**config.mk**
```make
export PLATFORM = sky130hd
export DESIGN_NAME = pset_cnt_ram
export DESIGN_NICKNAME = d
export VERILOG_FILES = /design/src/sv/pset_cnt_ram.sv
export SDC_FILE = /design/constraint.sdc
export NUM_CORES = 1
export LEC_CHECK = 0
export BUFFER_PORTS_ARGS = -buffer_cell sky130_fd_sc_hd__buf_2
export CAP_MARGIN = 20
export CORE_MARGIN = 2
export CORE_UTILIZATION = 35
export DETAILED_ROUTE_END_ITERATION = 16
export MAX_ROUTING_LAYER = met4
export SYNTH_ARGS = -nofsm -noshare
export SYNTH_HDL_FRONTEND = slang
export SYNTH_SLANG_ARGS = --single-unit
```
**constraint.sdc**
```tcl
create_clock -name aclk -period 3.6 [get_ports aclk]
set_input_delay 0.54 -clock aclk [delete_from_list [all_inputs] [get_ports aclk]]
set_output_delay 0.54 -clock aclk [all_outputs]
set_load 0.02 [all_outputs]
```
**src/sv/pset_cnt_ram.sv**
```systemverilog
// ----------------------------------------------------------------------------
// pset_cnt_ram
// per-satellite fill counts, valid bit per table so reset reads as zero
// ----------------------------------------------------------------------------
module pset_cnt_ram #(
    parameter int NUM_SATS = 64,
    parameter int SAT_W    = 6,
    parameter int CNT_W    = 5
) (
    input  logic             aclk,
    input  logic             aresetn,
    input  logic             wr_en,
    input  logic [SAT_W-1:0] wr_addr,
    input  logic [CNT_W-1:0] wr_data,
    input  logic             rd_en,
    input  logic [SAT_W-1:0] rd_addr,
    output logic [CNT_W-1:0] rd_data
);
    logic [CNT_W-1:0]    mem [NUM_SATS];
    logic [NUM_SATS-1:0] valid_reg;
    logic [CNT_W-1:0]    rd_data_reg;
    logic                rd_valid_reg;

    // valid bits, cleared at once by reset
    always_ff @(posedge aclk) begin
        if (!aresetn) begin
            valid_reg    <= '0;
            rd_valid_reg <= 1'b0;
        end else begin
            if (wr_en) begin
                valid_reg[wr_addr] <= 1'b1;
            end
            if (rd_en) begin
                rd_valid_reg <= valid_reg[rd_addr];
            end
        end
    end

    always_ff @(posedge aclk) begin
        if (wr_en) begin
            mem[wr_addr] <= wr_data;
        end
        if (rd_en) begin
            rd_data_reg <= mem[rd_addr];
        end
    end

    assign rd_data = rd_valid_reg ? rd_data_reg : '0;

endmodule

```
; ---- Word level (Yosys, flattened, before mapping)
; Memory sizes are Yosys's and may differ from the RTL's. A register that Yosys moved wholly into a read port is not among the register bits.
; Index checks and enable logic that the tools add are counted.
[totals]
reg_bits = 65
mem_bits_rw = 320
in_bits = 21
output_inout_bits = 5
elab_cells = 15
n_memories = 1
[mem_list]
columns = memory, depth, word_bits, rd, rd_clocked_by_memory_dff, write_ports, line
row1 = mem, 64, 5, 1, 1, 1, 19  ; logic [CNT_W-1:0] mem [NUM_SATS];
[classes]
magnitude_cmp = 3
muxes = 7
n_bitwise = 1
n_reduce_logical = 1
[ops]
columns = cell, count
row1 = OR 64 bit, 1
row2 = less-than comparator 6 x 7 -> 1 bit (second input constant), 2
row3 = binary-select mux 1 bit (select 6 bit), 1
row4 = demux 1 bit (select 6 bit), 1
row5 = >= comparator 6 x 1 -> 1 bit (second input constant), 1
row6 = 2-to-1 mux 5 bit, 1
row7 = 2-to-1 mux 1 bit, 4
row8 = logical AND 1 bit, 1

; ---- Longest topological paths before layout
[depth]
ltp_word = 5
ltp_mapped = 8
depth_no_buf = 5

; ---- Least setup slack after synthesis
; OpenSTA, ideal clock, no wires.
[synth_timing]
path_kind = input-to-reg
start = input rd_addr[1]
end = register rd_data_reg[1], read port of mem, data pin
setup_ns = 0.272
t_arrival_ns = 2.438
path_slack_ns = 0.890
stages = 5
cell_sequence = buf_1 buf_1 mux4_2 mux4_2 mux4_2
[synth_lines]
columns = item, line
row1 = from (decl), 16  ; input logic [SAT_W-1:0] rd_addr,
row2 = to (decl), 21  ; logic [CNT_W-1:0] rd_data_reg;

==> results.sh <==
export IMPL_status="complete, no violations"
export IMPL_cts_tree="built"
export IMPL_register_area_mm2=0.01106
export IMPL_cp_slowest_stage_delay_ns=0.55
export IMPL_grt_pass1_vias=7599
export IMPL_period_minus_slack_ns=2.538
export IMPL_synth_flop_cell="edfxtp_1"
export IMPL_synth_cells=756
export IMPL_min_to="rd_data_reg[3]"
export IMPL_setup_tns_ns=0
export IMPL_cts_setup_buffers=0
export IMPL_multi_input_area_mm2=0.003842
export IMPL_grt_start_max_net_pins=65
export IMPL_rows=76
export IMPL_clockBufferDepth=3
export IMPL_io_buffers=25
export IMPL_r2r_slack_ns=1.39
export IMPL_crit_slowest_cell="mux4_2"
export IMPL_die_area_mm2=0.04484
export IMPL_synth_seq_cells=390
export IMPL_ir_drop_mv=0.2960
export IMPL_r2r_cells=3
export IMPL_fmax_ghz=0.3940
export IMPL_root_buffer="clkbuf_16"
export IMPL_crit_chain="buf_6 -> buf_4 -> mux4_2 -> mux4_2 -> mux4_2"
export IMPL_antenna_found_initial=2
export IMPL_core_mm2=0.04289
export IMPL_gp_congestion=0.7943
export IMPL_ys_async_sr_fraction_pct=0
export IMPL_end_kind="flop"
export IMPL_pwr_density_cell_mw_per_mm2=546.4
export IMPL_first_pass_iters=5
export IMPL_hold_buffers=0
export IMPL_synth_distinct_cells=32
export IMPL_synthesis_nets=777
export IMPL_drc_errors=0
export IMPL_global_route_overflow_total=0
export IMPL_cp_required_ns=3.88
export IMPL_setup_viol=0
export IMPL_fin_nets=827
export IMPL_drive_gt1_share_pct=27.45
export IMPL_htree_levels=2
export IMPL_finClkSkew_ns=0.01903
export IMPL_clk_latency_ns=0.54
export IMPL_synth_seq_area_share_pct=73.21
export IMPL_crit_arrival_ns=2.81
export IMPL_numCtsBuffers=40
export IMPL_worst_pin_slew_ns=0.8771
export IMPL_areaGrowthSynthToFinish_pct=15.44
export IMPL_path_max_fanout=29
export IMPL_crit_type="in2reg"
export IMPL_wl_per_cell_um=23.27
export IMPL_hold_violations=0
export IMPL_antenna_left=0
export IMPL_track_usage_pct=15.85
export IMPL_clkTransAtPathRegs_ns=0.06
export IMPL_drv_slew=0
export IMPL_drv_cap=0
export IMPL_io_pins=26
export IMPL_largest_reg_flops=320
export IMPL_synth_enable_flop_cells=325
export IMPL_nFillCells=3773
export IMPL_r2r_end="rd_data_reg[1]"
export IMPL_cts_resized=0
export IMPL_hold_start="rd_en"
export IMPL_crit_top_cell="mux4_2"
export IMPL_syn_cell_area_mm2=0.01511
export IMPL_finalCritPeriodShare_pct=70.50
export IMPL_leakagePower_nw=5.518
export IMPL_worstSetupStartpointType="primary input"
export IMPL_dp_hpwl_um=21420
export IMPL_ys_warn_count=0
export IMPL_hold_class="in2reg"
export IMPL_rsz0062_at_grt="no"
export IMPL_die_h_um=211.8
export IMPL_drt_wl_total_um=33170
export IMPL_hold_depth=1
export IMPL_vias_per_cell=5.130
export IMPL_drt_iter0_markers=805
export IMPL_grt_first_pass_wirelength_um=50140
export IMPL_vias=7310
export IMPL_cts_sinks=390
export IMPL_power_w=0.009529
export IMPL_postSynthAreaPerCell_um2=19.98
export IMPL_initial_core_util_pct=35.23
export IMPL_die_x_um=211.8
export IMPL_max_slew_margin_rel_pct=41.31
export IMPL_r2r_start="mem[47][1]"
layer usage:
layer | track usage, % | routed length (um)
met3 | 2.789 | 2006
met5 | - | 0
met2 | 24.65 | 16030
met4 | 5.731 | 918
met1 | 21.05 | 14220
layout by cell type (no fill, tap or decap), types with 4 or more instances in the layout:
cell / count
edfxtp_1: 325
mux4_2: 114
dfxtp_1: 65
nor2_1: 64
o21a_1: 64
clkbuf_16: 44
buf_2: 23
buf_4: 15
clkbuf_1: 10
buf_12: 10
nand2_1: 9
nand3_1: 9
mux2i_1: 7
mux2_2: 7
nor2b_1: 7
and2_1: 6
nor3_1: 5
nand2b_1: 5
clkinv_1: 5
nand4_1: 4
clkinvlp_4: 4
clkinv_2: 4
Yosys cell counts, drive strengths merged (2+ instances only):
| master | n | area [um2] |
|---|---|---|
| o21a | 64 | 480.5 |
| o22ai | 2 | 12.51 |
| a22oi | 2 | 15.01 |
| nor2b | 7 | 43.79 |
| mux2i | 7 | 70.07 |
| nand2 | 9 | 33.78 |
| and2 | 6 | 37.54 |
| or3 | 2 | 12.51 |
| edfxtp | 325 | 9759 |
| o21ai | 6 | 30.02 |
| buf | 21 | 126.4 |
| nand3 | 9 | 45.04 |
| mux4 | 114 | 2567 |
| clkbuf | 21 | 78.83 |
| mux2 | 7 | 78.83 |
| nor3 | 5 | 25.02 |
| dfxtp | 65 | 1301 |
| nand2b | 5 | 31.28 |
| nand4 | 4 | 25.02 |
| a22o | 2 | 17.52 |
| nand3b | 3 | 22.52 |
| nor2 | 64 | 240.2 |
how the worst max path moves through the flow:
| stage | startpoint | endpoint | slack (ns) |
|---|---|---|---|
| floorplan | rd_addr[1] | rd_data_reg[1] | 0.89 |
| global placement | rd_addr[0] | rd_data_reg[2] | 0.45 |
| detailed placement | rd_addr[0] | rd_data_reg[2] | 0.48 |
| CTS | rd_addr[0] | rd_data_reg[0] | 1.06 |
| global route | rd_addr[0] | rd_data_reg[0] | 0.96 |
| finish | rd_addr[0] | rd_data_reg[1] | 1.06 |
where the power goes:
group	internal, W	switching (W)	total [W]	leakage (nW)
Sequential	0.00492	0.0000121	0.00493	3.45
Combinational	0.000201	0.000271	0.000471	1.43
Clock	0.00244	0.00168	0.00412	0.639
logic make-up after synthesis:
kind of cell | synth area share (%)
flip-flops | 73.21
multiplexers | 17.98
AND/OR/NAND/NOR | 3.528
AO/OA/AOI/OAI | 3.925
buffers and inverters | 1.358
worst max-delay path, delay by kind of cell:
kind     cells  cell delay, ns
buf+inv      2            0.64
mux          3            1.58
final cells by class:
type / instances / area share, %
diodes: 2 / 0.02870
clock inverters: 17 / 0.8824
flip-flops and latches: 390 / 63.42
repair buffers: 50 / 2.676
well taps: 585 / 4.197
multi-input cells: 324 / 22.03
clock buffers: 57 / 6.765
metrics by stage:
step | setup slack (ns) | cells | hold slack, ns | instance area [um2] | utilization, %
floorplan | 0.8900 | 756 | 0.4352 | 15110 | -
global placement | 0.4460 | 1344 | 0.4409 | 15990 | 37.29
detailed placement | 0.4796 | 1344 | 0.4504 | 15990 | 37.29
CTS | 1.058 | 1418 | 0.3531 | 17330 | 40.40
global route | 0.9644 | 1425 | 0.3599 | 17440 | 40.67
finish | 1.062 | 1425 | 0.3782 | 17440 | 40.67
No activity file was read; power rests on OpenSTA's default activity.
