[config.mk]
export PLATFORM = sky130hd
export DESIGN_NAME = pset_alu
export DESIGN_NICKNAME = d
export VERILOG_FILES = /design/src/sv/pset_pkg.sv /design/src/sv/pset_alu.sv
export SDC_FILE = /design/constraint.sdc
export NUM_CORES = 1
export LEC_CHECK = 0
export ABC_CLOCK_PERIOD_IN_PS = 4540
export BUFFER_PORTS_ARGS = -buffer_cell sky130_fd_sc_hd__buf_2
export CAP_MARGIN = 20
export CORE_AREA = 2 2 108 110
export DETAILED_ROUTE_END_ITERATION = 16
export DIE_AREA = 0 0 110 112
export PLACE_DENSITY_LB_ADDON = 0.3
export SLEW_MARGIN = 20
export SYNTH_ARGS = -nofsm -noshare
export SYNTH_HDL_FRONTEND = slang
export SYNTH_SLANG_ARGS = --single-unit
[constraint.sdc]
create_clock -name vclk -period 4.54
set_input_delay 0.908 -clock vclk [all_inputs]
set_output_delay 0.908 -clock vclk [all_outputs]
set_load 0.05 [all_outputs]
[src/sv/pset_pkg.sv]
// ----------------------------------------------------------------------------
// pset_pkg
// shared types and codes of the per-satellite ephemeris table
// ----------------------------------------------------------------------------
package pset_pkg;

    localparam int HANDLE_W = 16;
    localparam int TIME_W   = 20;
    localparam int SAT_IN_W = 6;
    localparam int STATUS_W = 3;
    localparam int SLOT_W   = 5;

    typedef enum logic [STATUS_W-1:0] {
        STAT_INSERTED  = 3'd0,
        STAT_DUPLICATE = 3'd1,
        STAT_FULL      = 3'd2,
        STAT_FOUND     = 3'd3,
        STAT_NONE      = 3'd4
    } status_t;

    typedef enum logic [0:0] {
        CMD_INSERT = 1'b0,
        CMD_QUERY  = 1'b1
    } cmd_t;

    typedef enum logic [3:0] {
        ST_IDLE,
        ST_CNT,
        ST_RD,
        ST_CHK,
        ST_SHRD,
        ST_SHWR,
        ST_INS,
        ST_QFIN,
        ST_DONE
    } state_t;

    typedef struct packed {
        logic [HANDLE_W-1:0] handle;
        logic [TIME_W-1:0]   ref_time;
        logic [TIME_W-1:0]   clock_time;
    } rec_t;

    typedef struct packed {
        logic              dup;
        logic              ct_less;
        logic              better;
        logic [TIME_W-1:0] diff;
    } alu_res_t;

endpackage

[src/sv/pset_alu.sv]
// ----------------------------------------------------------------------------
// pset_alu
// shared compare unit: duplicate check, sort compare, time distance
// ----------------------------------------------------------------------------
module pset_alu (
    input  pset_pkg::rec_t                   entry,
    input  logic [pset_pkg::TIME_W-1:0]      item_ref_time,
    input  logic [pset_pkg::TIME_W-1:0]      item_clock_time,
    input  logic [pset_pkg::TIME_W-1:0]      query_time,
    input  logic [pset_pkg::TIME_W-1:0]      best_dist,
    input  logic                             first,
    output pset_pkg::alu_res_t               res
);
    import pset_pkg::*;

    logic [TIME_W-1:0] diff;

    // exact unsigned distance
    assign diff = (entry.ref_time >= query_time) ? (entry.ref_time - query_time)
                                                 : (query_time - entry.ref_time);

    assign res.dup     = (entry.ref_time == item_ref_time);
    assign res.ct_less = (item_clock_time < entry.clock_time);
    assign res.diff    = diff;
    // strict compare keeps the earliest entry on a tie
    assign res.better  = first || (diff < best_dist);

endmodule

# Yosys cells after proc, flatten, opt, wreduce, memory -nomap -nowiden
# Cells that the tools add are included.
[op_classes] mux=1 add_sub_neg=2 n_lt_le_gt_ge=3 reduce_logical=1 n_eq_ne=1
[ops] cell="< comparator 20 bit" n=2
[ops] cell="subtractor 20 bit" n=2
[ops] cell="== test 20 bit" n=1
[ops] cell="greater-or-equal comparator 20 bit" n=1
[ops] cell="two-way mux 20 bit" n=1
[ops] cell="logical OR 1 bit" n=1
[word_totals] output_inout_bits=23 register_bits=0 in_bits=137

# Depth between registers and ports, before layout
# Gate-level depths: netlist (run 1).
[logic_depth] ltp_word=4 mapped_depth=19

# Worst setup path after synthesis (run 1)
# No wires, ideal clock.
[synth_timing] path_type="input port to output port" startpoint="input port entry[37] (netlist bit)" endpoint="output port res[20] (netlist bit)" stages=17 t_required_ns=3.632 slack_ns=-2.503 t_arrival_ns=6.135 cell_sequence="inv_1 > ha_1 > a21o_1 > a31oi_1 > nand2_1 > a21oi_1 > a22oi_2 > buf_6 > buf_12 > mux2i_1 > xnor2_1 > ha_1 > a21o_1 > a21o_1 > a211oi_1 > nor2_1 > o311ai_0"
[synth_rtl] item="start, declared" line="pset_alu.sv:6" source="input pset_pkg::rec_t entry,"
[synth_rtl] item="end, declared" line="pset_alu.sv:12" source="output pset_pkg::alu_res_t res"

==> flow_summary.ini, run 1 <==
[power_and_ir_drop]
peakVddDrop_mv = 0.162
power_density_nw_per_um2 = 205
p_leak_nw = 3.20

[placed_design]
gp_congestion = 0.901
place_hpwl_mm = 10.6
io_buffers = 144
post-place-ws_ns = -0.896

[final_layout]
clock_buffers = 0
drive_gt1_frac = 0.531
fill_cells = 1076
fin_util = 0.533
nets = 945
syn2layout_area_growth_pct = 83.4
seqCellArea_um2 = 0
seq_cells = 0
antenna_cells = 0

[yosys]
post-synth-top-count-cell = inv_1
synth.distinct_cells = 42
synth-compound-area-share = 0.278
synth_area_per_cell_um2 = 7.28
synth_fa_ha_area_frac = 0.309
yosys.area.top_type = ha_1
syn-num-nets = 662
yosys-top-cells-area = ha_1 30%, inv_1 10%, a21oi_1 6.8%
synthSimpleGateAreaFrac = 0.111
synth_xor_area_frac = 0.103
ys.warnings.count = 0
synth_top_family_by_area = adder cells
ys_seq_area_frac = 0
syn-cell-area_um2 = 3250
yosys-top-cells-count = 89 x inv_1, 77 x ha_1, 44 x a21oi_1, 24 x a21o_1, 23 x o21ai_0
synth_top_area_frac = 0.297
synth.mux.area_fraction = 0.0590
syn_inst = 446

[sta]
grt_setup_unrepaired = true
fmax_mhz = 196
maxSlewHeadroom = 0.716
fin_tns_setup_ns = -0.573
min_period_over_period = 1.13
hold_slack_ns = 2.17
drv_slew = 0
hold_viol = 0
setup_viol = 1
tightest_slew_ns = 0.421
setup_slack_ns = -0.573
min_period_ns = 5.11

[floorplan]
die_h_um = 112
pin_count = 160
core_um2 = 11200
die_area_um2 = 12300
fp.dieW_um = 110
start_util = 0.290
rows = 39

[worst_setup_path]
crit_type = input pin to primary output
critPathMaxFanout = 2
cp.required_ns = 3.63
cp.arrival_ns = 4.21
cp_slowest_cell = fa_2
cpLargestDelayFamily = compound AO/OA/AOI/OAI gates
max_stage_delay_ns = 0.34
cp-startpoint = entry[20]
cp_cell_sequence = buf_8, inv_12, ha_4, inv_2, fa_2, buf_4, a221oi_4, o221a_1, o221ai_2, a211oi_2, mux2i_4, xor2_4, ha_4, a21o_1, a211oi_2, nand3_1, o311ai_4, buf_6
cp-end-kind = primary output
startpoint_type = input pin
worst-path-buf-inv = 5

[min_path]
hold_path_depth = 4
hp-class = input pin to primary output
min_to = res[20]
worstHoldStart = first

[route]
avgViaCountPerCell = 4.71
dr_total_vias = 4100
drtIter0Drc = 151
drcViolationCount = 0
firstDrtPassIters = 4
drtAntennaViolNets = 0
finalWirelength_mm = 11.8
wl_per_cell_um = 13.5

[global_route]
grt_first_pass_wirelength_mm = 18.8
track_usage = 0.186
grt_overflow = 0
grt_max_degree = 10
antenna_found_initial = 0
grt_pass1_vias = 4242

[status]
violations = negative setup slack
status = complete, but fails checks

[clock_tree]
ctsHoldBuffers = 0

[job]
drv_cap = 0
stage by stage:
stage | instance area, µm² | power, mW | cells
after floorplan | 3710 | 0.733 | 446
after detailed placement | 5520 | 1.13 | 857
final | 5950 | 1.22 | 870
after global routing | 5950 | 1.32 | 870
after global placement | 5520 | 1.11 | 857
after CTS | 5790 | 1.19 | 866
timing repair:
| item | CTS | global route |
|---|---|---|
| setup buffers | 9 | 4 |
| setup endpoints to repair | 1 | 3 |
| resized for setup | 36 | 26 |
| pin swaps | 22 | 20 |
| hold endpoints to repair | 0 | 0 |
where the power goes:
group / switching [mW] / internal [mW]
registers: 0 / 0
clock network: 0 / 0
logic: 0.654 / 0.565
total: 0.654 / 0.565
routing by layer:
layer / up-vias / global-route usage / part of all wire
met4: 0 / 0.00844 / 0.0061
met5: - / 0 / 0
met3: 7 / 0.0111 / 0.053
met1: 1860 / 0.243 / 0.44
li1: 2109 / - / -
met2: 124 / 0.346 / 0.51
layout make-up:
| cell class | instances | area [µm²] | share of cell area |
|---|---|---|---|
| Multi-Input combinational cell | 342 | 3510 | 0.590 |
| Tap cell | 143 | 179 | 0.0301 |
| Timing Repair Buffer | 296 | 1910 | 0.321 |
| Inverter | 89 | 347 | 0.0582 |
placed cells by master, fill, tap and decap left out, types with 4 or more instances in the layout:
cell      synthesis  routed
a21oi_2           0      10
buf_2             5     141
xnor2_1          20      10
xnor2_2           0       6
xnor2_4           0       4
o21ai_2           0       4
a211oi_2          0       4
nand2_1          17      14
inv_1            89      83
xor2_1           18      12
nand4_1          15      15
a21oi_1          44      33
buf_4             7     147
nand3_1           8       6
ha_1             77      59
o21a_1           10      10
xor2_4            0       4
mux2i_4           0       5
o21ai_0          23      18
nor2_1           12      11
ha_4              0      17
a21o_1           24      24
buf_6             2       6
mux2i_1          18      10
inv_2             0       5
nor2b_1           6       6
o21bai_1          8       8
logic make-up after synthesis:
group                      count (synthesis)
AOI/OAI and AO/OA                        136
and+or+nand+nor                           70
adders and majority gates                 79
muxes                                     19
buffers and inverters                    104
xor gates and xnor gates                  38
tightest hold or removal path, stage by stage:
cell	delay, ns
buf_2	0.08
inv_1	0.05
o311ai_4	0.07
buf_6	0.15
worst max-delay path by stage:
stage / endpoint / cells after the start
after floorplan: res[20] / 15
after global placement: res[20] / 20
after detailed placement: res[20] / 21
after CTS: res[20] / 18
after global routing: res[20] / 21
final: res[20] / 18
Note: power is estimated with default switching activity, not from simulation.
==> run 2: changes to the inputs <==
BUFFER_PORTS_ARGS = -buffer_cell sky130_fd_sc_hd__clkbuf_2   (was -buffer_cell sky130_fd_sc_hd__buf_2)
==> run 2 against run 1 <==
Net effect:
- critical path depth unchanged
- global-route usage increased by 0.64 points
- the run still ends with negative setup slack left
- first-iteration DRC count decreased by 6.6%
- worst hold slack got worse by 0.00088 ns
- die area unchanged
- combinational power increased by 16%
- non-clock buffer count decreased by 2
- power increased by 16%
- final area increased by 2.6%
- via count increased by 0.49%
==> flow_summary.ini, run 2 (synthesis results as in run 1) <==
[route]
avgViaCountPerCell = 4.75
drcViolationCount = 0
dr_total_vias = 4120
drtAntennaViolNets = 0
finalWirelength_mm = 12.0
firstDrtPassIters = 4
wl_per_cell_um = 13.8
drtIter0Drc = 141

[global_route]
met3_usage = 0.00995
grt_first_pass_wirelength_mm = 19.5
grt_use_met1 = 0.247
top_usage_layer = met2
antenna_found_initial = 0
grt_max_degree = 10
track_usage = 0.192
grt_use_met2 = 0.360
grt_overflow = 0
grt_pass1_vias = 4359

[worst_setup_path]
startpoint_type = input pin
crit_type = input pin to primary output
cp_slowest_cell = fa_2
cp.arrival_ns = 4.33
critPathMaxFanout = 2
worst-path-buf-inv = 5
cp.required_ns = 3.63
max_stage_delay_ns = 0.36
cp_cell_sequence = clkbuf_16, inv_12, ha_4, inv_2, fa_2, buf_6, a221oi_4, o221a_1, o221ai_4, a211oi_4, mux2i_4, xor2_4, ha_4, a21o_1, a211oi_2, nand3_1, o311ai_4, buf_12
cp-end-kind = primary output
path_common_cell = ha_4
cpLargestDelayFamily = compound AO/OA/AOI/OAI gates

[floorplan]
pin_count = 160
start_util = 0.290
die_area_um2 = 12300
rows = 39
die_h_um = 112
core_um2 = 11200
fp.dieW_um = 110

[power_and_ir_drop]
intPower_mw = 0.731
p_leak_nw = 3.33
power_frac_seq = 0
switching_power_mw = 0.686
pwr-share-comb = 1.000
peakVddDrop_mv = 0.238
pwr-share-clk = 0
p_total_mw = 1.42
power_density_nw_per_um2 = 232
swShare = 0.484

[sta]
drv_slew = 0
min_period_over_period = 1.15
tightest_slew_ns = 0.454
min_period_ns = 5.24
grt_setup_unrepaired = true
fmax_mhz = 191
hold_viol = 0
maxSlewHeadroom = 0.694
setup_viol = 1
setup_slack_ns = -0.700

[final_layout]
clock_buffers = 0
syn2layout_area_growth_pct = 88.2
nets = 943
final_cell_mix = 142 x buf_4, 123 x clkbuf_2, 87 x inv_1
final_common_cell = buf_4
drive_gt1_frac = 0.499
seqCellArea_um2 = 0
antenna_cells = 0
fin_util = 0.547
seq_cells = 0

[status]
status = complete, but fails checks
violations = negative setup slack

[placed_design]
post-place-ws_ns = -0.893
io_buffers = 144
gp_congestion = 0.860
place_hpwl_mm = 11.0

[job]
drv_cap = 0

[clock_tree]
ctsHoldBuffers = 0

[min_path]
hp-class = input pin to primary output
-- run 2: timing repair --
| item | 4_1_cts | 5_1_grt |
|---|---|---|
| gates resized for setup | 30 | 10 |
| buffers inserted | 5 | 1 |
| pin swaps | 28 | 13 |
| setup endpoints to repair | 1 | 1 |
-- run 2: worst min-delay path, delay by kind of cell --
family	cells	cell delay (ns)
buffers and inverters	3	0.25
AOI/OAI and AO/OA	1	0.09
-- run 2: final timing paths --
check,start,end,cells after the start
setup / recovery,entry[20],res[20],18
hold / removal,first,res[20],4
-- run 2: cell type report --
| type | instances | area, µm² |
|---|---|---|
| tap | 143 | 179 |
| fill | 1007 | 5060 |
| multi-input combinational | 342 | 3390 |
| inverter | 89 | 347 |
| timing repair buffer | 294 | 2200 |
-- run 2: metal layers --
metal,wire length (µm),vias up
met1,5210,1897
met4,126,0
met3,531,6
li1,-,2109
met2,6100,108
met5,0,-
-- run 2: power by group through the flow --
stage | registers (mW) | clock network, mW | logic [mW]
floorplan | 0 | 0 | 0.733
global placement | 0 | 0 | 1.32
detailed placement | 0 | 0 | 1.35
CTS | 0 | 0 | 1.41
global route | 0 | 0 | 1.52
finish | 0 | 0 | 1.42
-- run 2: per-stage QoR --
stage          std cells  area (µm²)  hold WS, ns  setup TNS, ns
2_1_floorplan        446        3710         2.03         -0.616
3_3_place_gp         862        5840         2.16         -0.786
3_5_place_dp         862        5840         2.16         -0.893
4_1_cts              867        6050         2.17         -0.680
5_1_grt              868        6110         2.19         -0.834
6_report             868        6110         2.16         -0.700
==> run 3: changes to the inputs <==
ABC_CLOCK_PERIOD_IN_PS = 5400   (was 4540)
clock period = 5.4 ns   (was 4.54 ns; I/O delays follow)
==> run 3 against run 2 <==
Net effect:
- the run still ends with negative setup slack left
- global-route usage is 1.0 points lower
- critical endpoint unchanged
- power is 19% lower
- die area stayed put
- worst setup slack better by 0.51 ns
- final cell count is 3.2% lower
- worst hold slack better by 0.34 ns
- critical path depth stayed put
- sequential cell count stayed put
- critical path type unchanged
- largest cell class unchanged
==> flow_summary.ini, run 3 (synthesis results as in run 1) <==
[final_layout]
clock_buffers = 0
fill_cells = 1082
nets = 915
syn2layout_area_growth_pct = 81.2
fin_cells = 840
final_common_cell = clkbuf_2
antenna_cells = 0
drive_gt1_frac = 0.485
final_cell_mix = 124 x clkbuf_2, 116 x buf_4, 87 x inv_1
seqCellArea_um2 = 0
seq_cells = 0

[floorplan]
fp.dieW_um = 110
die_h_um = 112
core_um2 = 11200
rows = 39
die_area_um2 = 12300
pin_count = 160
start_util = 0.290

[global_route]
track_usage = 0.182
antenna_found_initial = 0
grt_overflow = 0
grt_max_degree = 10
grt_pass1_vias = 4081
grt_first_pass_wirelength_mm = 18.5

[sta]
fin_tns_setup_ns = -0.192
min_period_ns = 5.59
min_period_over_period = 1.04
hold_viol = 0
fmax_mhz = 179
tightest_slew_ns = 0.397
grt_setup_unrepaired = true
maxSlewHeadroom = 0.732
drv_slew = 0
setup_viol = 1
setup_slack_ns = -0.192

[min_path]
hp-class = input pin to primary output
worstHoldStart = first
min_to = res[20]
hold_path_depth = 4

[worst_setup_path]
crit_type = input pin to primary output
max_stage_delay_ns = 0.41
cp.arrival_ns = 4.51
cp.required_ns = 4.32
cp-end-kind = primary output
cp_slowest_cell = fa_2
cp_cell_sequence = clkbuf_16, inv_12, ha_4, inv_2, fa_2, buf_6, a221oi_4, o221a_1, o221ai_2, a211oi_2, mux2i_4, xor2_4, ha_4, a21o_1, a211oi_2, nand3_2, o311ai_4, buf_12
critPathMaxFanout = 2
startpoint_type = input pin

[route]
dr_total_vias = 3991
drtAntennaViolNets = 0
wl_per_cell_um = 13.6
avgViaCountPerCell = 4.75
finalWirelength_mm = 11.4
drtIter0Drc = 143
drcViolationCount = 0
firstDrtPassIters = 4

[placed_design]
place_hpwl_mm = 10.5
gp_congestion = 0.841
place_inst = 835
io_buffers = 144

[power_and_ir_drop]
power_density_nw_per_um2 = 196
p_leak_nw = 3.18
peakVddDrop_mv = 0.198
p_total_mw = 1.15

[job]
drv_cap = 0

[status]
status = complete, but fails checks
violations = negative setup slack

[clock_tree]
ctsHoldBuffers = 0
==> run 3: changes by cell type in the layout (fill, tap and decap cells not counted), sizes merged <==
cell    before  now
buf        170  141
clkbuf     124  125
==> run 3: how the worst max path moves through the flow <==
stage               startpoint  endpoint  slack, ns  cells past startpoint
finish               entry[20]   res[20]      -0.19                     18
CTS                  entry[20]   res[20]      -0.26                     21
global route         entry[20]   res[20]      -0.35                     18
global placement     entry[20]   res[20]      -0.35                     21
floorplan            entry[20]   res[20]       -0.1                     15
detailed placement   entry[20]   res[20]      -0.41                     21
==> run 3: power breakdown <==
| part | internal, mW | total (mW) | switching [mW] |
|---|---|---|---|
| logic | 0.588 | 1.15 | 0.565 |
| clock network | 0 | 0 | 0 |
| registers | 0 | 0 | 0 |
| total | 0.588 | 1.15 | 0.565 |
==> run 3: final cells by class <==
type	instances	area [µm²]	share of cell area
Inverter	89	347	0.0589
Multi-Input combinational cell	342	3370	0.574
Tap cell	143	179	0.0304
Timing Repair Buffer	266	1980	0.337
==> run 3: worst max-delay path: cells and delay by family <==
| kind | cells | cell delay (ns) |
|---|---|---|
| AO/OA/AOI/OAI | 7 | 1.70 |
| adder cells (fa/ha/maj) | 3 | 0.75 |
| buffers and inverters | 5 | 0.53 |
| XOR/XNOR | 1 | 0.18 |
| multiplexers | 1 | 0.14 |
| AND/OR/NAND/NOR | 1 | 0.12 |
==> run 3: timing repair <==
action                                  CTS  global route
endpoints found under the hold margin     0             0
pin swaps                                12            21
resized for setup                        16            18
buffers inserted                          0             5
endpoints found under the setup margin    1             1
==> run 3: metrics by stage <==
| step | worst slack [ns] | instance area [µm²] | hold WS, ns | utilization |
|---|---|---|---|---|
| global placement | -0.353 | 5640 | 2.51 | 0.505 |
| finish | -0.192 | 5880 | 2.50 | 0.526 |
| floorplan | -0.0996 | 3710 | 2.38 | - |
| detailed placement | -0.410 | 5640 | 2.51 | 0.505 |
| global route | -0.352 | 5880 | 2.52 | 0.526 |
| CTS | -0.258 | 5720 | 2.51 | 0.512 |
==> run 3: per-layer routing <==
| layer | part of all wire | up-vias | routed length, µm | track usage |
|---|---|---|---|---|
| met3 | 0.052 | 0 | 596 | 0.00761 |
| met4 | 0 | 0 | 0 | 0 |
| met2 | 0.51 | 119 | 5810 | 0.340 |
| li1 | - | 2054 | - | - |
| met1 | 0.44 | 1818 | 5020 | 0.242 |
| met5 | 0 | - | 0 | 0 |
